## src/rtl/instruction_mix_performance_counters_unit_macros.svh

```systemverilog
// Assertion helpers used by the counter unit.
`ifndef INSTRUCTION_MIX_PERFORMANCE_COUNTERS_UNIT_MACROS_SVH
`define INSTRUCTION_MIX_PERFORMANCE_COUNTERS_UNIT_MACROS_SVH

// Check on every rising clock edge while out of reset.
`define IMCU_ASSERT(lbl, prop, msg) \
  lbl: assert property (@(posedge clk_i) disable iff (!rst_ni) prop) else $error(msg);

// Check on every rising clock edge, reset included.
`define IMCU_ASSERT_ALWAYS(lbl, prop, msg) \
  lbl: assert property (@(posedge clk_i) prop) else $error(msg);

`endif

```

## src/rtl/imcu_pkg.sv

```systemverilog
`timescale 1ns / 1ps
package imcu_pkg;

  localparam int unsigned CounterWidth = 64;
  localparam int unsigned NumCounters  = 18;
  localparam int unsigned SelWidth     = 5;
  localparam int unsigned ValueWidth   = 64;

  // Counter order as seen by a read, cycles first.
  localparam int unsigned CntCycles     = 0;
  localparam int unsigned CntInsts      = 1;
  localparam int unsigned CntPredOk     = 2;
  localparam int unsigned CntPredAll    = 3;
  localparam int unsigned CntNop        = 4;
  localparam int unsigned CntBubble     = 5;
  localparam int unsigned CntLdSt       = 6;
  localparam int unsigned CntArith      = 7;
  localparam int unsigned CntBranch     = 8;
  localparam int unsigned CntJump       = 9;
  localparam int unsigned CntMisc       = 10;
  localparam int unsigned CntLoad       = 11;
  localparam int unsigned CntStore      = 12;
  localparam int unsigned CntOrderFail  = 13;
  localparam int unsigned CntSleep      = 14;
  localparam int unsigned CntKilled     = 15;
  localparam int unsigned CntForwarded  = 16;
  localparam int unsigned CntLsuMisc    = 17;

  localparam logic [31:0] WordNop    = 32'h0000_0013;
  localparam logic [31:0] WordBubble = 32'h0000_0233;
  localparam logic [6:0]  OpLui      = 7'h37;
  localparam logic [6:0]  OpBranch   = 7'h63;
  localparam logic [6:0]  OpJalr     = 7'h67;
  localparam logic [6:0]  OpJumpAlt  = 7'h6b;
  localparam logic [6:0]  OpJal      = 7'h6f;
  localparam logic [6:0]  OpLoad     = 7'h03;
  localparam logic [6:0]  OpStore    = 7'h23;
  localparam logic [2:0]  Low3OpReg  = 3'h6;
  localparam logic [2:0]  Low3OpImm  = 3'h4;

  typedef enum logic [1:0] {
    KindTick  = 2'd0,
    KindStart = 2'd1,
    KindStop  = 2'd2,
    KindRead  = 2'd3
  } kind_e;

  typedef logic [CounterWidth-1:0] counter_t;

  // One-hot instruction class.
  typedef struct packed {
    logic nop;
    logic bubble;
    logic load;
    logic store;
    logic branch;
    logic jump;
    logic arith;
    logic misc;
  } inst_class_t;

  // Update request handed to the counter bank, one per cycle.
  typedef struct packed {
    logic        start;
    logic        stop;
    logic        tick;
    logic        count_inst;
    inst_class_t cls;
    logic        pred_ok;
    logic        pred_res;
    logic        order_fail;
    logic        killed;
    logic        forwarded;
  } bank_evt_t;

  function automatic inst_class_t classify(input logic [31:0] word);
    inst_class_t c;
    logic [6:0]  op;
    logic [2:0]  low3;
    c    = '0;
    op   = word[6:0];
    low3 = word[4:2];
    if (word == WordNop) begin
      c.nop = 1'b1;
    end else if (word == WordBubble) begin
      c.bubble = 1'b1;
    end else if (op == OpLui) begin
      c.misc = 1'b1;
    end else if (op == OpBranch) begin
      c.branch = 1'b1;
    end else if (op == OpJalr || op == OpJumpAlt || op == OpJal) begin
      c.jump = 1'b1;
    end else if (op == OpLoad) begin
      c.load = 1'b1;
    end else if (op == OpStore) begin
      c.store = 1'b1;
    end else if (low3 == Low3OpReg || low3 == Low3OpImm) begin
      c.arith = 1'b1;
    end else begin
      c.misc = 1'b1;
    end
    return c;
  endfunction

endpackage

```

## src/rtl/imcu_counter_bank.sv

```systemverilog
`timescale 1ns / 1ps
module imcu_counter_bank
  import imcu_pkg::*;
(
  input  logic                clk_i,
  input  logic                rst_ni,
  input  bank_evt_t           evt_i,
  input  logic [SelWidth-1:0] rd_sel_i,
  output counter_t            rd_value_o
);

  counter_t                cnt_q [NumCounters];
  counter_t                cnt_d [NumCounters];
  logic [NumCounters-1:0]  inc;
  logic                    halted_q, halted_d;
  logic                    run;

  always_comb begin
    run = evt_i.tick & ~halted_q;
    inc = '0;
    inc[CntCycles]    = run;
    inc[CntInsts]     = run & evt_i.count_inst & ~evt_i.cls.bubble;
    inc[CntPredOk]    = run & evt_i.pred_ok;
    inc[CntPredAll]   = run & evt_i.pred_res;
    inc[CntNop]       = run & evt_i.count_inst & evt_i.cls.nop;
    inc[CntBubble]    = run & evt_i.count_inst & evt_i.cls.bubble;
    inc[CntLdSt]      = run & evt_i.count_inst & (evt_i.cls.load | evt_i.cls.store);
    inc[CntArith]     = run & evt_i.count_inst & evt_i.cls.arith;
    inc[CntBranch]    = run & evt_i.count_inst & evt_i.cls.branch;
    inc[CntJump]      = run & evt_i.count_inst & evt_i.cls.jump;
    inc[CntMisc]      = run & evt_i.count_inst & evt_i.cls.misc;
    inc[CntLoad]      = run & evt_i.count_inst & evt_i.cls.load;
    inc[CntStore]     = run & evt_i.count_inst & evt_i.cls.store;
    inc[CntOrderFail] = run & evt_i.order_fail;
    inc[CntKilled]    = run & evt_i.killed;
    inc[CntForwarded] = run & evt_i.forwarded;
    inc[CntLsuMisc]   = run & evt_i.killed;

    for (int i = 0; i < NumCounters; i++) begin
      cnt_d[i] = cnt_q[i] + counter_t'(inc[i]);
    end
    // Sleep takes killed (after this bump) minus forwarded (before this bump).
    if (run && evt_i.killed) begin
      cnt_d[CntSleep] = cnt_q[CntKilled] + counter_t'(1) - cnt_q[CntForwarded];
    end
    if (evt_i.start) begin
      for (int i = 0; i < NumCounters; i++) begin
        cnt_d[i] = '0;
      end
    end

    halted_d = halted_q;
    if (evt_i.start) begin
      halted_d = 1'b0;
    end else if (evt_i.stop) begin
      halted_d = 1'b1;
    end
  end

  always_ff @(posedge clk_i or negedge rst_ni) begin
    if (!rst_ni) begin
      halted_q <= 1'b1;
      for (int i = 0; i < NumCounters; i++) begin
        cnt_q[i] <= '0;
      end
    end else begin
      halted_q <= halted_d;
      for (int i = 0; i < NumCounters; i++) begin
        cnt_q[i] <= cnt_d[i];
      end
    end
  end

  // Out-of-range selects read as zero.
  always_comb begin
    rd_value_o = '0;
    for (int i = 0; i < NumCounters; i++) begin
      if (rd_sel_i == SelWidth'(i)) begin
        rd_value_o = cnt_q[i];
      end
    end
  end

endmodule

```

## src/rtl/instruction_mix_performance_counters_unit.sv

```systemverilog
`timescale 1ns / 1ps
// Channel   Dir  Signals                      Content
// s_axis    in   tvalid/tready/tdata/tuser    one item: tick, start, stop or read
// m_axis    out  tvalid/tready/tdata          one result per read: id and value
//
// Each accepted transfer lands in the input register; from there it is applied
// to the counter bank and, for a read, captured in the output register.
// Sustained rate is one transfer per cycle while m_axis takes results; a read result
// is valid on m_axis once it has passed the input and output registers. The input
// side stalls only while a read sits in the input register and the output register
// still holds an untaken result.
// Reset leaves all counters at zero and the bank paused.
`include "instruction_mix_performance_counters_unit_macros.svh"
module instruction_mix_performance_counters_unit
  import imcu_pkg::*;
(
  input  logic        clk_i,
  input  logic        rst_ni,
  input  logic        s_axis_tvalid,
  output logic        s_axis_tready,
  // [31:0] instruction, [32] count_instruction, [33] prediction_correct,
  // [34] prediction_resolved, [35] load_order_fail, [36] load_killed,
  // [37] load_forwarded, [42:38] counter_select, [47:43] zero
  input  logic [47:0] s_axis_tdata,
  // [1:0] kind
  input  logic [1:0]  s_axis_tuser,
  output logic        m_axis_tvalid,
  input  logic        m_axis_tready,
  // [4:0] counter_id, [68:5] counter_value, [71:69] zero
  output logic [71:0] m_axis_tdata
);

  // Input register.
  logic                in_valid_q, in_valid_d;
  kind_e               kind_q;
  logic [31:0]         word_q;
  logic                count_q, pred_ok_q, pred_res_q;
  logic                order_fail_q, killed_q, forwarded_q;
  logic [SelWidth-1:0] sel_q;

  // Output register.
  logic                  out_valid_q, out_valid_d;
  logic [SelWidth-1:0]   out_id_q;
  logic [ValueWidth-1:0] out_value_q;

  logic      s_fire;
  logic      consume;
  logic      is_read;
  bank_evt_t evt;
  counter_t  rd_value;

  assign is_read = (kind_q == KindRead);
  // A read advances only when the output register is free or being drained.
  assign consume = in_valid_q & (~is_read | ~out_valid_q | m_axis_tready);
  assign s_axis_tready = ~in_valid_q | consume;
  assign s_fire = s_axis_tvalid & s_axis_tready;

  always_comb begin
    in_valid_d = in_valid_q;
    if (s_fire) begin
      in_valid_d = 1'b1;
    end else if (consume) begin
      in_valid_d = 1'b0;
    end

    out_valid_d = out_valid_q;
    if (consume && is_read) begin
      out_valid_d = 1'b1;
    end else if (m_axis_tready) begin
      out_valid_d = 1'b0;
    end
  end

  // Raise the bank's start, stop and tick only when the held item is applied.
  always_comb begin
    evt            = '0;
    evt.start      = consume & (kind_q == KindStart);
    evt.stop       = consume & (kind_q == KindStop);
    evt.tick       = consume & (kind_q == KindTick);
    evt.count_inst = count_q;
    evt.cls        = classify(word_q);
    evt.pred_ok    = pred_ok_q;
    evt.pred_res   = pred_res_q;
    evt.order_fail = order_fail_q;
    evt.killed     = killed_q;
    evt.forwarded  = forwarded_q;
  end

  imcu_counter_bank u_bank (
    .clk_i      (clk_i),
    .rst_ni     (rst_ni),
    .evt_i      (evt),
    .rd_sel_i   (sel_q),
    .rd_value_o (rd_value)
  );

  always_ff @(posedge clk_i or negedge rst_ni) begin
    if (!rst_ni) begin
      in_valid_q  <= 1'b0;
      out_valid_q <= 1'b0;
    end else begin
      in_valid_q  <= in_valid_d;
      out_valid_q <= out_valid_d;
    end
  end

  // Payload: capture on transfer, hold otherwise; a read result is captured when its read is applied.
  always_ff @(posedge clk_i) begin
    if (s_fire) begin
      kind_q       <= kind_e'(s_axis_tuser);
      word_q       <= s_axis_tdata[31:0];
      count_q      <= s_axis_tdata[32];
      pred_ok_q    <= s_axis_tdata[33];
      pred_res_q   <= s_axis_tdata[34];
      order_fail_q <= s_axis_tdata[35];
      killed_q     <= s_axis_tdata[36];
      forwarded_q  <= s_axis_tdata[37];
      sel_q        <= s_axis_tdata[42:38];
    end
    if (consume && is_read) begin
      out_id_q    <= sel_q;
      out_value_q <= ValueWidth'(rd_value);
    end
  end

  assign m_axis_tvalid = out_valid_q;
  assign m_axis_tdata  = {3'b000, out_value_q, out_id_q};

  `IMCU_ASSERT(a_read_gives_result, (consume && is_read) |=> out_valid_q, "read lost")
  `IMCU_ASSERT(a_no_result_from_ctrl,
    (consume && !is_read && !out_valid_q) |=> !out_valid_q, "result without read")
  `IMCU_ASSERT(a_stall_only_on_read, !s_axis_tready |-> (in_valid_q && is_read),
    "input stalled without a pending read")
  `IMCU_ASSERT(a_out_of_range_zero,
    (out_valid_q && out_id_q >= SelWidth'(NumCounters)) |-> (out_value_q == '0),
    "out-of-range select returned nonzero")

endmodule

```

## config.mk

```make
export PLATFORM = sky130hd
export DESIGN_NAME = instruction_mix_performance_counters_unit
export DESIGN_NICKNAME = d
export VERILOG_FILES = /design/src/rtl/imcu_pkg.sv /design/src/rtl/imcu_counter_bank.sv /design/src/rtl/instruction_mix_performance_counters_unit.sv
export VERILOG_INCLUDE_DIRS = /design/src /design/src/rtl
export SDC_FILE = /design/constraint.sdc
export NUM_CORES = 2
export LEC_CHECK = 0
export BUFFER_PORTS_ARGS = -buffer_cell sky130_fd_sc_hd__buf_2
export CAP_MARGIN = 40
export CORE_MARGIN = 2
export CORE_UTILIZATION = 35
export DETAILED_ROUTE_END_ITERATION = 10
export PLACE_DENSITY_LB_ADDON = 0.2
export SYNTH_ARGS = -nofsm -noshare
export SYNTH_HDL_FRONTEND = slang
export SYNTH_HIERARCHICAL = 1
export SYNTH_SLANG_ARGS = --single-unit
export TNS_END_PERCENT = 5
```

## constraint.sdc

```tcl
create_clock -name clk_i -period 4.5 [get_ports clk_i]
set_clock_uncertainty 0.1 [all_clocks]
set_input_delay 0.9 -clock clk_i [delete_from_list [all_inputs] [get_ports clk_i]]
set_output_delay 0.9 -clock clk_i [all_outputs]
set_load 0.02 [all_outputs]
```

==> impl_metrics.toml <==
[synthesis]
synth_top_area_frac = 0.414
yosys.area_share.simple = 0.233
yosys_register_bits = 1269
yosys-mux-area-fraction = 0.00520
synth_cell_types = 94
netlist_area_mm2 = 0.0697
netlist_instances = 7587
synth_top_family_by_area = "simple AND/OR/NAND/NOR gates"
synth_area_leaders = "dfrtp_1 (41%), xor2_1 (7.7%), nor2_1 (6.5%), edfxtp_1 (4.9%), xnor2_1 (3.8%)"
synth-xor-area-share = 0.115
synth-compound-area-share = 0.126
synthFlopType = "dfrtp_1"
yosys.area.top_type = "dfrtp_1"
asyncSetResetFlopFracSynth = 0.910
synthAdderAreaFrac = 0.0288
synth_most_common_cell = "nor2_1"
ys_seq_area_frac = 0.464
avgSynthCellArea_um2 = 9.19
yosysWarnings = 6
synth_common_cells = "nor2_1 (1209), dfrtp_1 (1154), nand2_1 (614), xor2_1 (614), nand3_1 (435)"
synth-edff-count = 114

[critical_path]
crit_type = "reg2reg"
critical_path.slowest_cell = "or3_1"
cp-endpoint = "u_bank/cnt_q[828]$_DFF_PN0_"
arrival_ns = 5.01
critPathMaxFanout = 7
cp_slowest_stage_delay_ns = 0.49
cp.required_ns = 5.09
reg2reg_to = "u_bank/cnt_q[828]$_DFF_PN0_"
start_kind = "register"
rrSetupSlack_ns = 0.07
r2r_start = "word_q[18]$_DFFE_PP_"
crit_path_end_kind = "register"
critical_path.cell_chain = "nor4_1, nand3_1, nor4_1, and3_1, ha_1, ha_1, inv_1, or3_1, nor4_4, and4_1, nand4_1, or3_1, a21oi_1"
r2r_cells = 13
critPathLaunch = "word_q[18]$_DFFE_PP_"

[clock_network]
insertion_delay_ns = 0.79
clock_sinks = 1269
numCtsBuffers = 148
htree_num_levels = 4
tritoncts = "built"
clk_pin_slew_ns = 0.06
clockBufferDepth = 3
cts_root_buf = "clkbuf_16"

[cells_and_area]
drive_above_1_share = 0.0870
nNetsFinal = 7957
syn2layout_area_growth_pct = 14.0
nFillCells = 19700
fin_area_mm2 = 0.0795
stdcell_count = 10500
fin_util = 0.402

[detailed_routing]
drc = 0
drt_wl_total_um = 226000
dr_total_vias = 57800
drtAntennaViolNets = 0
wl_per_cell_um = 21.6
avgViaCountPerCell = 5.50
drt_pass1_iterations = 8
drtIter0Drc = 5333

[sta]
final.period_utilization = 0.984
slew_headroom = 0.299
final_hold_viol_count = 0
fin_crit_ns = 4.43
rsz0062_at_grt = "true"
drv_slew = 0
worst_pin_slew_ns = 1.05
setup_viol = 0
tns_ns = 0
max_freq_mhz = 226

[floorplan]
rows = 163
die_x_um = 450
dieArea_mm2 = 0.203
fp.dieH_um = 450
design.core.area_mm2 = 0.198
boundaryPins = 128
initial_utilization = 0.353

[placed_design]
numPortBuffers = 119
place_congestion = 0.894
dpl.cell_count = 10200
post_dp_cell_area_mm2 = 0.0746
hpwl_um = 165000

[pwr]
leakage_nw = 35.1
irDropWorstVdd_uv = 416
p_per_area_mw_per_mm2 = 315
power.total_mw = 25.0

[global_routing]
grtUsageTotal = 0.219
first_global_vias = 55800
grt_antenna_before_repair = 6
grt_pass1_wl_um = 344000
grt-ovfl-total = 0
grt_max_degree = 188

[run_status]
status = "finished clean"

[min_path]
hold_path.class = "in2reg"

[run]
max_cap_viol_count = 0
flip-flops by register name (all words and copies together) (netlist names):
signal / count
order_fail_q: 1
m_axis_tvalid: 1
count_q: 1
in_valid_q: 1
kind_q: 2
u_bank/cnt_q: 1152
killed_q: 1
forwarded_q: 1
u_bank/halted_q: 1
sel_q: 5
pred_res_q: 1
pred_ok_q: 1
out_value_q: 64
out_id_q: 5
word_q: 32
report_power, final:
group / total [mW] / internal, mW / switching, mW
sequential: 11.8 / 11.7 / 0.0723
clock: 12.0 / 6.96 / 5.02
combinational: 1.27 / 0.338 / 0.935
total: 25.0 / 19.0 / 6.03
worst min path at each step:
stage / startpoint / to / slack, ns / cells past startpoint
2_1_floorplan: sel_q[0]$_DFFE_PP_ / out_id_q[0]$_DFFE_PP_ / 0.32 / 0
3_3_place_gp: u_bank/cnt_q[240]$_DFFE_PN0P_ / u_bank/cnt_q[240]$_DFFE_PN0P_ / 0.39 / 2
3_5_place_dp: u_bank/cnt_q[242]$_DFFE_PN0P_ / u_bank/cnt_q[242]$_DFFE_PN0P_ / 0.39 / 2
4_1_cts: s_axis_tdata[30] / word_q[30]$_DFFE_PP_ / 0.12 / 1
5_1_grt: s_axis_tdata[24] / word_q[24]$_DFFE_PP_ / 0.14 / 1
6_report: s_axis_tdata[24] / word_q[24]$_DFFE_PP_ / 0.18 / 1
stage by stage:
stage / worst slack [ns] / hold slack (ns)
2_1_floorplan: 0.334 / 0.321
3_3_place_gp: 0.0912 / 0.390
3_5_place_dp: 0.130 / 0.394
4_1_cts: 0.0994 / 0.124
5_1_grt: -0.115 / 0.145
6_report: 0.0706 / 0.183
cell families (layout without fill, tap and decap cells):
| kind of cell | Yosys count | count (layout) |
|---|---|---|
| other | 1 | 5 |
| DFF | 1269 | 1269 |
| AOI/OAI and AO/OA | 1373 | 1373 |
| adders and majority gates | 160 | 160 |
| and+or+nand+nor | 3319 | 3319 |
| xor gates and xnor gates | 919 | 919 |
| buffers and inverters | 510 | 780 |
| muxes | 36 | 36 |
layout make-up:
cell class | instances | area [um2] | share of cell area
multi-input combinational | 5810 | 35700 | 0.449
sequential | 1269 | 32300 | 0.407
clock buffer | 231 | 4370 | 0.0550
tap | 2640 | 3300 | 0.0415
timing repair buffer | 364 | 2840 | 0.0358
inverter | 150 | 563 | 0.00708
clock inverter | 35 | 378 | 0.00475
antenna | 2 | 5.00 | 0.0000630
layer usage:
layer  vias to the layer above  routed length (um)  global-route usage
met3                       301               10300              0.0255
li1                      27200                   -                   -
met5                         -                   0                   0
met1                     28900              102000               0.302
met4                         0                7110              0.0706
met2                      1376              107000               0.357
critical path: cells and delay by family, from the launching register on:
kind / cells / cell delay [ns]
AO/OA/AOI/OAI: 1 / 0.17
adder cells (fa/ha/maj): 2 / 0.41
buffers and inverters: 1 / 0.07
flip-flops: 1 / 0.37
AND/OR/NAND/NOR: 9 / 3.21
layout by cell type (no fill, tap or decap), types with 159 or more instances in the layout:
| cell | netlist | final |
|---|---|---|
| a22oi_1 | 163 | 163 |
| buf_4 | 3 | 210 |
| or3_1 | 194 | 193 |
| dfrtp_1 | 1154 | 1154 |
| nand4_1 | 206 | 206 |
| nand2_1 | 614 | 611 |
| a21oi_1 | 423 | 423 |
| and3_1 | 207 | 207 |
| ha_1 | 159 | 159 |
| xnor2_1 | 305 | 305 |
| xor2_1 | 614 | 614 |
| nor2_1 | 1209 | 1191 |
| o21ai_0 | 280 | 280 |
| nand3_1 | 435 | 431 |
repair_timing:
action,CTS,global route
buffers inserted,0,1
hold buffers,1,0
hold endpoints to repair,63,0
gates resized for setup,0,17
endpoints found under the setup margin,0,85
(Power assumes the default switching activity.)
